**src/design/pmd_pkg.sv**
```systemverilog
// Shared types, widths, register indexes and reset values for the PID motor drive unit.
package pmd_pkg;

  localparam int unsigned GAIN_W     = 24;
  localparam int unsigned LIM_W      = 12;
  localparam int unsigned VAL_W      = 16;
  localparam int unsigned ERR_W      = 17;
  localparam int unsigned DER_W      = 18;
  localparam int unsigned SUM_W      = 32;
  localparam int unsigned PROD_W     = 56;
  localparam int unsigned ACC_W      = 58;
  localparam int unsigned FRAC_W     = 16;
  localparam int unsigned TRUNC_W    = ACC_W - FRAC_W;
  localparam int unsigned DIFF_W     = 13;
  localparam int unsigned NUM_W      = 26;
  localparam int unsigned MAG_W      = 25;
  localparam int unsigned DRV_W      = 27;
  localparam int unsigned CNT_W      = 5;
  localparam int unsigned CFG_IDX_W  = 3;
  localparam int unsigned CFG_DATA_W = 24;

  localparam int unsigned MUL_STEPS  = 3;
  localparam int unsigned DIV_STEPS  = MAG_W;

  localparam logic [CFG_IDX_W-1:0] REG_GAIN_P      = 3'd0;
  localparam logic [CFG_IDX_W-1:0] REG_GAIN_I      = 3'd1;
  localparam logic [CFG_IDX_W-1:0] REG_GAIN_D      = 3'd2;
  localparam logic [CFG_IDX_W-1:0] REG_CLAMP_LOW   = 3'd3;
  localparam logic [CFG_IDX_W-1:0] REG_CLAMP_HIGH  = 3'd4;
  localparam logic [CFG_IDX_W-1:0] REG_MAP_IN_LOW  = 3'd5;
  localparam logic [CFG_IDX_W-1:0] REG_OUT_AT_LOW  = 3'd6;
  localparam logic [CFG_IDX_W-1:0] REG_OUT_AT_HIGH = 3'd7;

  localparam logic [GAIN_W-1:0] GAIN_P_RST      = 24'd32792;
  localparam logic [GAIN_W-1:0] GAIN_I_RST      = 24'd2739;
  localparam logic [GAIN_W-1:0] GAIN_D_RST      = 24'd0;
  localparam logic [LIM_W-1:0]  CLAMP_LOW_RST   = 12'd1;
  localparam logic [LIM_W-1:0]  CLAMP_HIGH_RST  = 12'd3190;
  localparam logic [LIM_W-1:0]  MAP_IN_LOW_RST  = 12'd0;
  localparam logic [LIM_W-1:0]  OUT_AT_LOW_RST  = 12'd3190;
  localparam logic [LIM_W-1:0]  OUT_AT_HIGH_RST = 12'd1;

  localparam logic [LIM_W-1:0] DRIVE_MAX = 12'd4095;

  typedef struct packed {
    logic                    operation;
    logic signed [VAL_W-1:0] reference;
    logic signed [VAL_W-1:0] measured;
  } in_item_t;

  typedef struct packed {
    logic [LIM_W-1:0] drive;
    logic             stop;
  } out_item_t;

  typedef struct packed {
    logic signed [GAIN_W-1:0] gain_p;
    logic signed [GAIN_W-1:0] gain_i;
    logic signed [GAIN_W-1:0] gain_d;
    logic [LIM_W-1:0]         clamp_low;
    logic [LIM_W-1:0]         clamp_high;
    logic [LIM_W-1:0]         map_in_low;
    logic [LIM_W-1:0]         out_at_low;
    logic [LIM_W-1:0]         out_at_high;
  } cfg_t;

  typedef enum logic [2:0] {
    ST_IDLE,
    ST_MUL,
    ST_ACC,
    ST_CLAMP,
    ST_SCALE,
    ST_DIV,
    ST_DONE
  } state_e;

  typedef enum logic [1:0] {
    MUL_P = 2'd0,
    MUL_I = 2'd1,
    MUL_D = 2'd2
  } mul_sel_e;

  typedef struct packed {
    logic     load;
    logic     mul_en;
    mul_sel_e mul_sel;
    logic     acc_en;
    logic     clamp_en;
    logic     scale_en;
    logic     div_en;
    logic     out_load;
  } cmd_t;

  typedef struct packed {
    logic out_free;
  } status_t;

endpackage

```
**src/design/pid_motor_drive_unit.sv**
```systemverilog
// Top level of the PID motor drive unit: configuration registers, sequencer and datapath.
//
// One PID update per input item. An item (operation, reference, measured) is taken
// when in_valid_i is high and in_stall_o is low; in_stall_o is low only while the
// unit is idle. Each item yields exactly one result (drive, stop), offered on
// out_valid_o and taken at an edge where out_stall_i is low.
// Sequence: after its item is taken, the P, I and D terms go in turn through the
// shared 24x32 gain multiplier; the accumulation is finished, the sum is truncated
// and clamped, the remap product is formed, 25 steps of the bit-serial remap divider
// run, and the offset and saturation are applied as the result enters the output
// register. The next item can be taken in the cycle after the result enters it.
// A result waiting in the output register does not block the next item; only a
// second result that finds the register still full waits in the final step.
// Configuration writes go through cfg_valid_i / cfg_ready_o (always ready), register
// index on cfg_index_i, data on cfg_data_i, truncated to the register's width.
// Reset loads the register reset values and clears the error sum, the last error
// and the output valid flag.
module pid_motor_drive_unit (
  input  logic                                 clk_i,
  input  logic                                 rst_ni,
  input  logic                                 in_valid_i,
  output logic                                 in_stall_o,
  input  pmd_pkg::in_item_t                    in_data_i,
  output logic                                 out_valid_o,
  input  logic                                 out_stall_i,
  output pmd_pkg::out_item_t                   out_data_o,
  input  logic                                 cfg_valid_i,
  output logic                                 cfg_ready_o,
  input  logic [pmd_pkg::CFG_IDX_W-1:0]        cfg_index_i,
  input  logic [pmd_pkg::CFG_DATA_W-1:0]       cfg_data_i
);

  pmd_pkg::cfg_t    cfg_q;
  pmd_pkg::cmd_t    cmd;
  pmd_pkg::status_t status;

  // Writes must be issued only while idle (not enforced); the register file never stalls
  assign cfg_ready_o = 1'b1;

  // Register file: hold each field at its own width
  always_ff @(posedge clk_i or negedge rst_ni) begin
    if (!rst_ni) begin
      cfg_q.gain_p      <= pmd_pkg::GAIN_P_RST;
      cfg_q.gain_i      <= pmd_pkg::GAIN_I_RST;
      cfg_q.gain_d      <= pmd_pkg::GAIN_D_RST;
      cfg_q.clamp_low   <= pmd_pkg::CLAMP_LOW_RST;
      cfg_q.clamp_high  <= pmd_pkg::CLAMP_HIGH_RST;
      cfg_q.map_in_low  <= pmd_pkg::MAP_IN_LOW_RST;
      cfg_q.out_at_low  <= pmd_pkg::OUT_AT_LOW_RST;
      cfg_q.out_at_high <= pmd_pkg::OUT_AT_HIGH_RST;
    end else if (cfg_valid_i && cfg_ready_o) begin
      case (cfg_index_i)
        pmd_pkg::REG_GAIN_P:      cfg_q.gain_p      <= cfg_data_i;
        pmd_pkg::REG_GAIN_I:      cfg_q.gain_i      <= cfg_data_i;
        pmd_pkg::REG_GAIN_D:      cfg_q.gain_d      <= cfg_data_i;
        pmd_pkg::REG_CLAMP_LOW:   cfg_q.clamp_low   <= cfg_data_i[pmd_pkg::LIM_W-1:0];
        pmd_pkg::REG_CLAMP_HIGH:  cfg_q.clamp_high  <= cfg_data_i[pmd_pkg::LIM_W-1:0];
        pmd_pkg::REG_MAP_IN_LOW:  cfg_q.map_in_low  <= cfg_data_i[pmd_pkg::LIM_W-1:0];
        pmd_pkg::REG_OUT_AT_LOW:  cfg_q.out_at_low  <= cfg_data_i[pmd_pkg::LIM_W-1:0];
        pmd_pkg::REG_OUT_AT_HIGH: cfg_q.out_at_high <= cfg_data_i[pmd_pkg::LIM_W-1:0];
        default: cfg_q <= cfg_q;
      endcase
    end
  end

  // Sequencer: accept, step the multiplier and divider, release the result
  pmd_ctrl u_ctrl (
    .clk_i      (clk_i),
    .rst_ni     (rst_ni),
    .in_valid_i (in_valid_i),
    .in_stall_o (in_stall_o),
    .status_i   (status),
    .cmd_o      (cmd)
  );

  // Datapath: error state, gain products, clamp, remap and output register
  pmd_datapath u_datapath (
    .clk_i       (clk_i),
    .rst_ni      (rst_ni),
    .cfg_i       (cfg_q),
    .in_data_i   (in_data_i),
    .cmd_i       (cmd),
    .status_o    (status),
    .out_valid_o (out_valid_o),
    .out_stall_i (out_stall_i),
    .out_data_o  (out_data_o)
  );

endmodule

```
**src/design/pmd_ctrl.sv**
```systemverilog
// Sequencer for the PID motor drive unit: steps one item through multiply, clamp and divide.
module pmd_ctrl (
  input  logic             clk_i,
  input  logic             rst_ni,
  input  logic             in_valid_i,
  output logic             in_stall_o,
  input  pmd_pkg::status_t status_i,
  output pmd_pkg::cmd_t    cmd_o
);

  pmd_pkg::state_e state_q, state_d;
  logic [pmd_pkg::CNT_W-1:0] cnt_q, cnt_d;
  logic mul_last, div_last;

  assign mul_last = (cnt_q == pmd_pkg::CNT_W'(pmd_pkg::MUL_STEPS - 1));
  assign div_last = (cnt_q == pmd_pkg::CNT_W'(pmd_pkg::DIV_STEPS - 1));

  always_ff @(posedge clk_i or negedge rst_ni) begin
    if (!rst_ni) begin
      state_q <= pmd_pkg::ST_IDLE;
      cnt_q   <= '0;
    end else begin
      state_q <= state_d;
      cnt_q   <= cnt_d;
    end
  end

  // Next state and step counter
  always_comb begin
    state_d = state_q;
    cnt_d   = '0;
    case (state_q)
      pmd_pkg::ST_IDLE: begin
        if (in_valid_i) state_d = pmd_pkg::ST_MUL;
      end
      pmd_pkg::ST_MUL: begin
        if (mul_last) state_d = pmd_pkg::ST_ACC;
        else cnt_d = cnt_q + 1'b1;
      end
      pmd_pkg::ST_ACC:   state_d = pmd_pkg::ST_CLAMP;
      pmd_pkg::ST_CLAMP: state_d = pmd_pkg::ST_SCALE;
      pmd_pkg::ST_SCALE: state_d = pmd_pkg::ST_DIV;
      pmd_pkg::ST_DIV: begin
        if (div_last) state_d = pmd_pkg::ST_DONE;
        else cnt_d = cnt_q + 1'b1;
      end
      pmd_pkg::ST_DONE: begin
        if (status_i.out_free) state_d = pmd_pkg::ST_IDLE;
      end
      default: state_d = pmd_pkg::ST_IDLE;
    endcase
  end

  // Datapath commands
  always_comb begin
    cmd_o      = '0;
    in_stall_o = 1'b1;
    case (state_q)
      pmd_pkg::ST_IDLE: begin
        in_stall_o = 1'b0;
        cmd_o.load = in_valid_i;
      end
      pmd_pkg::ST_MUL: begin
        cmd_o.mul_en  = 1'b1;
        cmd_o.mul_sel = pmd_pkg::mul_sel_e'(cnt_q[1:0]);
        cmd_o.acc_en  = (cnt_q != '0);
      end
      pmd_pkg::ST_ACC:   cmd_o.acc_en   = 1'b1;
      pmd_pkg::ST_CLAMP: cmd_o.clamp_en = 1'b1;
      pmd_pkg::ST_SCALE: cmd_o.scale_en = 1'b1;
      pmd_pkg::ST_DIV:   cmd_o.div_en   = 1'b1;
      pmd_pkg::ST_DONE:  cmd_o.out_load = status_i.out_free;
      default: cmd_o = '0;
    endcase
  end

endmodule

```
**src/design/pmd_datapath.sv**
```systemverilog
// Datapath of the PID motor drive unit: error state, shared multiplier, clamp, remap divider.
module pmd_datapath (
  input  logic               clk_i,
  input  logic               rst_ni,
  input  pmd_pkg::cfg_t      cfg_i,
  input  pmd_pkg::in_item_t  in_data_i,
  input  pmd_pkg::cmd_t      cmd_i,
  output pmd_pkg::status_t   status_o,
  output logic               out_valid_o,
  input  logic               out_stall_i,
  output pmd_pkg::out_item_t out_data_o
);

  localparam int unsigned EXT_E = pmd_pkg::SUM_W - pmd_pkg::ERR_W;
  localparam int unsigned EXT_D = pmd_pkg::SUM_W - pmd_pkg::DER_W;
  localparam int unsigned EXT_P = pmd_pkg::ACC_W - pmd_pkg::PROD_W;
  localparam int unsigned EXT_A = pmd_pkg::PROD_W - pmd_pkg::GAIN_W;
  localparam int unsigned EXT_B = pmd_pkg::PROD_W - pmd_pkg::SUM_W;
  localparam int unsigned EXT_N = pmd_pkg::NUM_W - pmd_pkg::DIFF_W;
  localparam int unsigned EXT_L = pmd_pkg::TRUNC_W - pmd_pkg::LIM_W;
  localparam int unsigned EXT_Q = pmd_pkg::DRV_W - pmd_pkg::MAG_W;
  localparam int unsigned EXT_O = pmd_pkg::DRV_W - pmd_pkg::LIM_W;

  // Persistent controller state
  logic signed [pmd_pkg::SUM_W-1:0] error_sum_q;
  logic signed [pmd_pkg::ERR_W-1:0] last_error_q;

  // Per-item working registers
  logic signed [pmd_pkg::ERR_W-1:0]   err_q;
  logic signed [pmd_pkg::SUM_W-1:0]   sum_q;
  logic signed [pmd_pkg::DER_W-1:0]   deriv_q;
  logic                               stop_q;
  logic signed [pmd_pkg::PROD_W-1:0]  prod_q;
  logic signed [pmd_pkg::ACC_W-1:0]   acc_q;
  logic [pmd_pkg::LIM_W-1:0]          v_q;
  logic [pmd_pkg::MAG_W-1:0]          quo_q;
  logic [pmd_pkg::LIM_W-1:0]          rem_q;
  logic [pmd_pkg::LIM_W-1:0]          dvs_q;
  logic                               neg_q;
  logic                               den_zero_q;
  logic                               out_valid_q;
  pmd_pkg::out_item_t                 out_data_q;

  // Error, saturated sum, derivative
  logic signed [pmd_pkg::ERR_W-1:0] err;
  logic signed [pmd_pkg::SUM_W:0]   sum_wide;
  logic signed [pmd_pkg::SUM_W-1:0] sum_sat;
  logic signed [pmd_pkg::DER_W-1:0] deriv;

  assign err = $signed({in_data_i.reference[pmd_pkg::VAL_W-1], in_data_i.reference})
             - $signed({in_data_i.measured[pmd_pkg::VAL_W-1], in_data_i.measured});
  assign sum_wide = $signed({error_sum_q[pmd_pkg::SUM_W-1], error_sum_q})
                  + $signed({{(pmd_pkg::SUM_W + 1 - pmd_pkg::ERR_W){err[pmd_pkg::ERR_W-1]}}, err});
  assign deriv = $signed({err[pmd_pkg::ERR_W-1], err})
               - $signed({last_error_q[pmd_pkg::ERR_W-1], last_error_q});

  always_comb begin
    if (sum_wide[pmd_pkg::SUM_W] != sum_wide[pmd_pkg::SUM_W-1]) begin
      sum_sat = sum_wide[pmd_pkg::SUM_W] ? {1'b1, {(pmd_pkg::SUM_W-1){1'b0}}}
                                         : {1'b0, {(pmd_pkg::SUM_W-1){1'b1}}};
    end else begin
      sum_sat = sum_wide[pmd_pkg::SUM_W-1:0];
    end
  end

  always_ff @(posedge clk_i or negedge rst_ni) begin
    if (!rst_ni) begin
      error_sum_q  <= '0;
      last_error_q <= '0;
    end else if (cmd_i.load) begin
      error_sum_q  <= sum_sat;
      last_error_q <= err;
    end
  end

  always_ff @(posedge clk_i) begin
    if (cmd_i.load) begin
      err_q   <= err;
      sum_q   <= sum_sat;
      deriv_q <= deriv;
      stop_q  <= in_data_i.operation && (in_data_i.measured >= in_data_i.reference);
    end
  end

  // Shared multiplier: one gain term per cycle
  logic signed [pmd_pkg::GAIN_W-1:0] mul_a;
  logic signed [pmd_pkg::SUM_W-1:0]  mul_b;

  always_comb begin
    case (cmd_i.mul_sel)
      pmd_pkg::MUL_P: begin
        mul_a = cfg_i.gain_p;
        mul_b = $signed({{EXT_E{err_q[pmd_pkg::ERR_W-1]}}, err_q});
      end
      pmd_pkg::MUL_I: begin
        mul_a = cfg_i.gain_i;
        mul_b = sum_q;
      end
      pmd_pkg::MUL_D: begin
        mul_a = cfg_i.gain_d;
        mul_b = $signed({{EXT_D{deriv_q[pmd_pkg::DER_W-1]}}, deriv_q});
      end
      default: begin
        mul_a = '0;
        mul_b = '0;
      end
    endcase
  end

  always_ff @(posedge clk_i) begin
    if (cmd_i.mul_en) begin
      prod_q <= $signed({{EXT_A{mul_a[pmd_pkg::GAIN_W-1]}}, mul_a})
              * $signed({{EXT_B{mul_b[pmd_pkg::SUM_W-1]}}, mul_b});
    end
    if (cmd_i.load) begin
      acc_q <= '0;
    end else if (cmd_i.acc_en) begin
      acc_q <= acc_q + $signed({{EXT_P{prod_q[pmd_pkg::PROD_W-1]}}, prod_q});
    end
  end

  // Truncate toward zero, then clamp with the low bound tested first
  logic signed [pmd_pkg::ACC_W-1:0]   acc_adj;
  logic signed [pmd_pkg::TRUNC_W-1:0] v_full;
  logic signed [pmd_pkg::TRUNC_W-1:0] lo_ext, hi_ext;
  logic [pmd_pkg::LIM_W-1:0]          v_clamp;

  assign acc_adj = acc_q[pmd_pkg::ACC_W-1]
                 ? acc_q + $signed({{(pmd_pkg::ACC_W-pmd_pkg::FRAC_W){1'b0}},
                                    {pmd_pkg::FRAC_W{1'b1}}})
                 : acc_q;
  assign v_full = acc_adj[pmd_pkg::ACC_W-1:pmd_pkg::FRAC_W];
  assign lo_ext = $signed({{EXT_L{1'b0}}, cfg_i.clamp_low});
  assign hi_ext = $signed({{EXT_L{1'b0}}, cfg_i.clamp_high});

  always_comb begin
    if (v_full < lo_ext)      v_clamp = cfg_i.clamp_low;
    else if (v_full > hi_ext) v_clamp = cfg_i.clamp_high;
    else                      v_clamp = v_full[pmd_pkg::LIM_W-1:0];
  end

  always_ff @(posedge clk_i) begin
    if (cmd_i.clamp_en) v_q <= v_clamp;
  end

  // Remap numerator and divisor, sign-magnitude form
  logic signed [pmd_pkg::DIFF_W-1:0] diff_in, diff_out, den;
  logic signed [pmd_pkg::NUM_W-1:0]  num, num_abs;
  logic signed [pmd_pkg::DIFF_W-1:0] den_abs;

  assign diff_in  = $signed({1'b0, v_q}) - $signed({1'b0, cfg_i.map_in_low});
  assign diff_out = $signed({1'b0, cfg_i.out_at_high}) - $signed({1'b0, cfg_i.out_at_low});
  assign den      = $signed({1'b0, cfg_i.clamp_high}) - $signed({1'b0, cfg_i.map_in_low});
  assign num      = $signed({{EXT_N{diff_in[pmd_pkg::DIFF_W-1]}}, diff_in})
                  * $signed({{EXT_N{diff_out[pmd_pkg::DIFF_W-1]}}, diff_out});
  assign num_abs  = num[pmd_pkg::NUM_W-1] ? -num : num;
  assign den_abs  = den[pmd_pkg::DIFF_W-1] ? -den : den;

  // Restoring divider: one quotient bit per step
  logic [pmd_pkg::LIM_W:0] rem_sh, rem_sub;

  assign rem_sh  = {rem_q, quo_q[pmd_pkg::MAG_W-1]};
  assign rem_sub = rem_sh - {1'b0, dvs_q};

  always_ff @(posedge clk_i) begin
    if (cmd_i.scale_en) begin
      quo_q      <= num_abs[pmd_pkg::MAG_W-1:0];
      rem_q      <= '0;
      dvs_q      <= den_abs[pmd_pkg::LIM_W-1:0];
      neg_q      <= num[pmd_pkg::NUM_W-1] ^ den[pmd_pkg::DIFF_W-1];
      den_zero_q <= (den == '0);
    end else if (cmd_i.div_en) begin
      if (rem_sh >= {1'b0, dvs_q}) begin
        rem_q <= rem_sub[pmd_pkg::LIM_W-1:0];
        quo_q <= {quo_q[pmd_pkg::MAG_W-2:0], 1'b1};
      end else begin
        rem_q <= rem_sh[pmd_pkg::LIM_W-1:0];
        quo_q <= {quo_q[pmd_pkg::MAG_W-2:0], 1'b0};
      end
    end
  end

  // Offset and saturate the drive value
  logic signed [pmd_pkg::DRV_W-1:0] q_pos, q_signed, drive_w;
  logic [pmd_pkg::LIM_W-1:0]        drive;

  assign q_pos    = $signed({{EXT_Q{1'b0}}, quo_q});
  assign q_signed = neg_q ? -q_pos : q_pos;
  assign drive_w  = q_signed + $signed({{EXT_O{1'b0}}, cfg_i.out_at_low});

  always_comb begin
    if (den_zero_q)              drive = cfg_i.out_at_low;
    else if (drive_w < 0)        drive = '0;
    else if (drive_w > $signed({{EXT_O{1'b0}}, pmd_pkg::DRIVE_MAX}))
                                 drive = pmd_pkg::DRIVE_MAX;
    else                         drive = drive_w[pmd_pkg::LIM_W-1:0];
  end

  // Output register
  always_ff @(posedge clk_i or negedge rst_ni) begin
    if (!rst_ni) begin
      out_valid_q <= 1'b0;
    end else if (cmd_i.out_load) begin
      out_valid_q <= 1'b1;
    end else if (!out_stall_i) begin
      out_valid_q <= 1'b0;
    end
  end

  always_ff @(posedge clk_i) begin
    if (cmd_i.out_load) begin
      out_data_q.drive <= drive;
      out_data_q.stop  <= stop_q;
    end
  end

  assign status_o.out_free = !out_valid_q || !out_stall_i;
  assign out_valid_o       = out_valid_q;
  assign out_data_o        = out_data_q;

endmodule
```
**config.mk**
```make
export PLATFORM = sky130hd
export DESIGN_NAME = pid_motor_drive_unit
export DESIGN_NICKNAME = d
export VERILOG_FILES = /design/src/design/pmd_pkg.sv /design/src/design/pid_motor_drive_unit.sv /design/src/design/pmd_ctrl.sv /design/src/design/pmd_datapath.sv
export SDC_FILE = /design/constraint.sdc
export NUM_CORES = 2
export LEC_CHECK = 0
export BUFFER_PORTS_ARGS = -buffer_cell sky130_fd_sc_hd__buf_4
export CELL_PAD_IN_SITES_DETAIL_PLACEMENT = 0
export CELL_PAD_IN_SITES_GLOBAL_PLACEMENT = 1
export CORE_AREA = 3 3 396 398
export CTS_BUF_LIST = sky130_fd_sc_hd__clkbuf_8
export DETAILED_ROUTE_END_ITERATION = 16
export DIE_AREA = 0 0 399 401
export PLACE_DENSITY = 0.71
export RECOVER_POWER = 100
export SLEW_MARGIN = 15
export SYNTH_ARGS = -nofsm -noshare
export SYNTH_HDL_FRONTEND = slang
export SYNTH_SLANG_ARGS = --single-unit
export TNS_END_PERCENT = 10
```
**constraint.sdc**
```tcl
create_clock -name clk_i -period 13.9 [get_ports clk_i]
set_input_delay 3.475 -clock clk_i [delete_from_list [all_inputs] [get_ports clk_i]]
set_output_delay 3.475 -clock clk_i [all_outputs]
set_load 0.02 [all_outputs]
```
# Yosys cells after proc, flatten, opt, wreduce, memory -nomap -nowiden
# Cells that the tools add are included.
# word_totals
regBits	448
out_inout_bits	16
word_cells	127
# classes
n_addsub	14
multipliers	2
n_lt_le_gt_ge	6
eq_ne	23
muxes	35
bitwise	1
n_reduce_logical	19
# ops
op	n
32-bit one-hot mux with 3 select lines	1
12-bit 2-to-1 mux	7
25-bit 2-to-1 mux	3
24-bit one-hot mux with 3 select lines	1
32-bit 2-to-1 mux	2
58-bit by 17-bit adder with 58-bit output (second input constant)	1
58-bit by 56-bit adder with 58-bit output	1
58-bit 2-to-1 mux	1
24-bit by 32-bit multiplier with 56-bit output	1
42-bit by 13-bit greater-than comparator with 1-bit output	1
42-bit by 13-bit less-than comparator with 1-bit output	1
12-bit by 12-bit subtractor with 13-bit output	3
32-bit by 17-bit adder with 33-bit output	1
27-bit by 13-bit adder with 27-bit output	1
27-bit by 13-bit greater-than comparator with 1-bit output (second input constant)	1
27-bit by 1-bit less-than comparator with 1-bit output (second input constant)	1
27-bit 2-to-1 mux	1
25-bit negation with 27-bit output	1
13-bit by 13-bit multiplier with 26-bit output	1
25-bit negation	1
3-bit == test (second input constant)	7
3-bit one-hot mux with 7 select lines	1
17-bit by 17-bit subtractor with 18-bit output	1
16-bit by 16-bit subtractor with 17-bit output	1
other kinds (30)	59

# Logic depth before layout (Yosys ltp)
# depth
depth_word	7
mapped_depth	38
ltp_nobuf	36

# Hierarchy
# A second synthesis with hierarchy kept.
# hier_totals
hier_cells	6519
area_unflattened_um2	61326.3
# modules_own_cells
module	n_inst	cells_each	area_each_um2	seq_area_each_um2
pmd_datapath	1	6174	55773.5	8298.0
pid_motor_drive_unit	1	287	5042.3	3335.7
pmd_ctrl	1	58	510.5	200.2

# Worst setup path after synthesis
# OpenSTA, ideal clock, no wires.
# synth_path
path_type	register to register
start	register u_ctrl.state_q[1]
end	register u_datapath.prod_q[55] (netlist bit), data pin
setup_ns	0.261
t_arrival_ns	10.136
required_ns	13.639
slack_ns	3.503
stages_incl_launch_ff	35
path_buffers	3
cell_sequence	dfrtp_1 -> clkbuf_1 -> nor2_1 -> nand2_1 -> clkinv_1 -> o21ai_1 -> clkbuf_1 -> nand2_1 -> o21ai_1 -> clkbuf_1 -> nand2_1 -> fa_1 -> fa_1 -> fa_1 -> inv_1 -> fa_1 -> inv_1 -> fa_1 -> inv_1 -> fa_1 -> inv_1 -> fa_1 -> inv_1 -> ha_1 -> a21o_1 -> a221o_1 -> a21oi_1 -> and3_1 -> a2111oi_0 -> o21bai_1 -> a31oi_1 -> or3b_2 -> a31oi_1 -> o21ai_0 -> xnor2_1
# synth_between
elab_chain_len	5
word_cells_on_any_way	8
cone_classes	mul: 1; eq/ne: 3; mux: 3; reduce/logical: 1
# synth_lines
element	line	source
from (decl)	pmd_ctrl.sv:11	pmd_pkg::state_e state_q, state_d;
from (signal assigned)	pmd_ctrl.sv:20	state_q <= pmd_pkg::ST_IDLE;
from (signal assigned)	pmd_ctrl.sv:23	state_q <= state_d;
3-bit by 1-bit == test with 1-bit output *	pmd_ctrl.sv:58	case (state_q)
3-bit 2-to-1 mux *	pmd_ctrl.sv:58	
2-bit == test (tied with other cells)	pmd_datapath.sv:90	case (cmd_i.mul_sel)
24-bit one-hot mux with 3 select lines / 32-bit one-hot mux with 3 select lines (equally long branches)	pmd_datapath.sv:90	
24-bit by 32-bit multiplier with 56-bit output *	pmd_datapath.sv:113	* $signed({{EXT_B{mul_b[pmd_pkg::SUM_W-1]}}, mul_b});
to (signal assigned)	pmd_datapath.sv:112	prod_q <= $signed({{EXT_A{mul_a[pmd_pkg::GAIN_W-1]}}, mul_a})
to (decl)	pmd_datapath.sv:33	logic signed [pmd_pkg::PROD_W-1:0] prod_q;
# Every way passes the cells marked *; elsewhere a longest branch is shown, timed or not.
# A chain may end at the register's enable or synchronous reset.

# Worst setup path in the final report
# layout_path
start	register u_ctrl.state_q[2]
end	register u_datapath.prod_q[50] (netlist bit), data pin
# The elaborated chain is that of the path after synthesis.

==> impl_metrics.toml <==
[sta]
timing_worst_slew_pin_value_ns = 4.62
hold_ws_ns = 0.447
max_freq_ghz = 0.0833
finalCritPeriodShare = 0.864
slew_viol_final = 598
relSlewSlack = -2.08
setup_viol = 0
setup-tns-final_ns = 0
skew_ns = 0.0420
min_period_ns = 12.01
rsz0062_at_grt = "no"
postLayoutSetupSlackWorst_ns = 1.89
final-hold-violation-count = 0

[finish]
drive_gt1_frac = 0.0684
finish.net_count = 8156
syn2layout_area_growth_pct = 7.44

[placed_design]
portBuffers = 79
dp_slack_ns = 3.18
dp_hpwl_um = 147000
gp_congestion = 0.931

[clocking]
clkSinkCount = 448
cts_tree = "done"
cts-buffers-inserted = 87
cts.clk_slew.worst_paths_ns = 0.07
cts_setup_buffers = 0
h-tree-depth = 3
root_buffer = "clkbuf_8"
hold_buffers = 0
clk-insertion-delay-late_ns = 0.81
cts_buffer_depth = 3
post_cts_resized = 0

[floorplan]
core-area_um2 = 154000
die-width_um = 399
ios = 81
dieArea_um2 = 160000
die_h_um = 401
initial_utilization = 0.398
num_rows = 144

[route]
finalWirelength_um = 186000
wire_per_inst_um = 21.1
ant_nets = 0
dr_total_vias = 47300
drtIter0Drc = 2999
drcViolationCount = 0
dr.pass1.iters = 6
vias_per_cell = 5.36

[yosys]
synth_largest_area_cell = "fa_1"
ys.flop_type = "edfxtp_1"
synth_enable_flop_cells = 188
ys_ff_latch = 448
syn_inst = 6714
yosys.area.top_type_share = 0.312
postSynthAreaPerCell_um2 = 9.12
yosysUniqueCellTypes = 85
ys_top_cells_by_area = "fa_1 (31%), edfxtp_1 (9.2%), ha_1 (8.8%), inv_1 (7.3%), dfrtp_1 (6.7%)"
synth.net_count = 8162
syn-cell-area_um2 = 61200
yosysWarningCount = 0
ys_seq_area_frac = 0.193
synth-async-reset-ratio = 0.424

[flow_run]
maxCapViolCount = 14

[critical_path]
cpPeakStageDelay_ns = 1.53
crit_path_start = "u_ctrl.state_q[2]"
r2r-end = "u_datapath.prod_q[50]"
worstPathRequired_ns = 14.44
arrival_ns = 12.55
crit_path_start_kind = "flop"
r2r_start = "u_ctrl.state_q[2]"
worstSetupPathType = "reg -> reg"
cp_max_fo = 33
crit_top_cell = "fa_1"
endpoint = "u_datapath.prod_q[50]"
cp_slowest_cell = "clkbuf_1"
reg2reg_depth = 31
r2r_slack_ns = 1.89
end_kind = "flop"

[status]
violations = "capacitance limit, slew limit"
outcome = "finished with violations"

[global_route]
grt_max_degree = 75
grt_use_total = 0.237
gr-total-overflow = 0
grt_pass1_vias = 50100
grt_pass1_wl_um = 293000
antenna_found_initial = 5

[min_path]
hp-class = "reg -> reg"
## kinds of logic after synthesis
kind of cell	share of synthesized area
muxes	0.0287
and+or+nand+nor	0.135
buffers and inverters	0.0891
other	0.0000612
adders and majority gates	0.400
DFF	0.193
AOI/OAI and AO/OA	0.111
xor gates and xnor gates	0.0432
## cell type report
cell class | instances | area (µm²)
fillers | 15200 | 87900
multi-input cells | 4819 | 44100
flip-flops and latches | 448 | 11800
inverters | 1188 | 4460
well taps | 2044 | 2560
clock buffers | 92 | 1270
repair buffers | 164 | 1070
clock inverters | 70 | 517
diodes | 5 | 12.5
## synthesized netlist by cell type, types with 92 or more instances
library cell	count
inv_1	1186
fa_1	954
nand2_1	880
nor2_1	593
ha_1	429
a21oi_1	276
o21ai_0	245
clkbuf_1	241
xnor2_1	210
edfxtp_1	188
dfrtp_1	164
mux2_2	139
a21o_1	110
xor2_1	92
## how the worst min path moves through the flow
stage	cells past startpoint	slack, ns	to	from
2_1_floorplan	0	0.40	u_datapath.out_data_o[0]	u_datapath.stop_q
3_3_place_gp	0	0.42	u_datapath.out_data_o[0]	u_datapath.stop_q
3_5_place_dp	0	0.43	u_datapath.out_data_o[0]	u_datapath.stop_q
4_1_cts	0	0.44	u_datapath.out_data_o[0]	u_datapath.stop_q
5_1_grt	0	0.44	u_datapath.out_data_o[0]	u_datapath.stop_q
6_report	0	0.45	u_datapath.out_data_o[0]	u_datapath.stop_q
## sequential cells by signal, indices dropped and copies added (netlist names)
signal                   cells
cfg_q                      132
u_ctrl.cnt_q                 5
u_ctrl.state_q               3
u_datapath.acc_q            58
u_datapath.den_zero_q        1
u_datapath.deriv_q          18
u_datapath.dvs_q            12
u_datapath.err_q            17
u_datapath.error_sum_q      32
u_datapath.last_error_q     17
u_datapath.neg_q             1
u_datapath.out_data_o       13
u_datapath.out_valid_o       1
u_datapath.prod_q           56
u_datapath.quo_q            25
u_datapath.rem_q            12
u_datapath.stop_q            1
u_datapath.sum_q            32
u_datapath.v_q              12
## metrics by stage
step	area, µm²	std cells	util
floorplan	61200	6714	-
global placement	64300	8663	0.418
detailed placement	64300	8663	0.418
CTS	66000	8825	0.430
global route	65800	8827	0.428
finish	65800	8830	0.428
## worst max-delay path, delay by kind of cell, from the launching register on
kind                       cells  cell delay, ns
AOI/OAI and AO/OA              8            2.17
xor gates and xnor gates       1            0.14
adders and majority gates      8            4.16
buffers and inverters          7            2.62
DFF                            1            0.51
and+or+nand+nor                7            2.12
## cell usage in the layout (no fill, tap or decap), types with 27 or more instances in the layout
cell type and n:
fa_1 954, nor3_1 64, nand2_1 880, a21o_1 109, nand4_1 34, o21a_1 72, o21ai_0 228, dfrtp_1 164
ha_1 429, nor2_1 591, xor2_1 92, clkbuf_1 42, clkbuf_8 92, a22oi_1 37, o21bai_1 27, nand2b_1 67
mux2_2 138, xnor2_1 209, dfxtp_1 70, a21oi_1 271, buf_4 120, edfxtp_1 188, nor2b_1 54, and3_1 39
a31oi_1 28, a211oi_1 31, inv_1 1214, nand3_1 74
## routing by layer
layer  global-route usage  up-vias  part of all wire
met3               0.0356      404             0.055
met2                0.402     1261              0.48
met1                0.301    24200              0.41
met4                0.102        4             0.051
met5                    0        -           0.00099
li1                     -    21500                 -
Power is not shown: default switching activity piles up to over one toggle a cycle in this logic, so the estimate is an artifact.
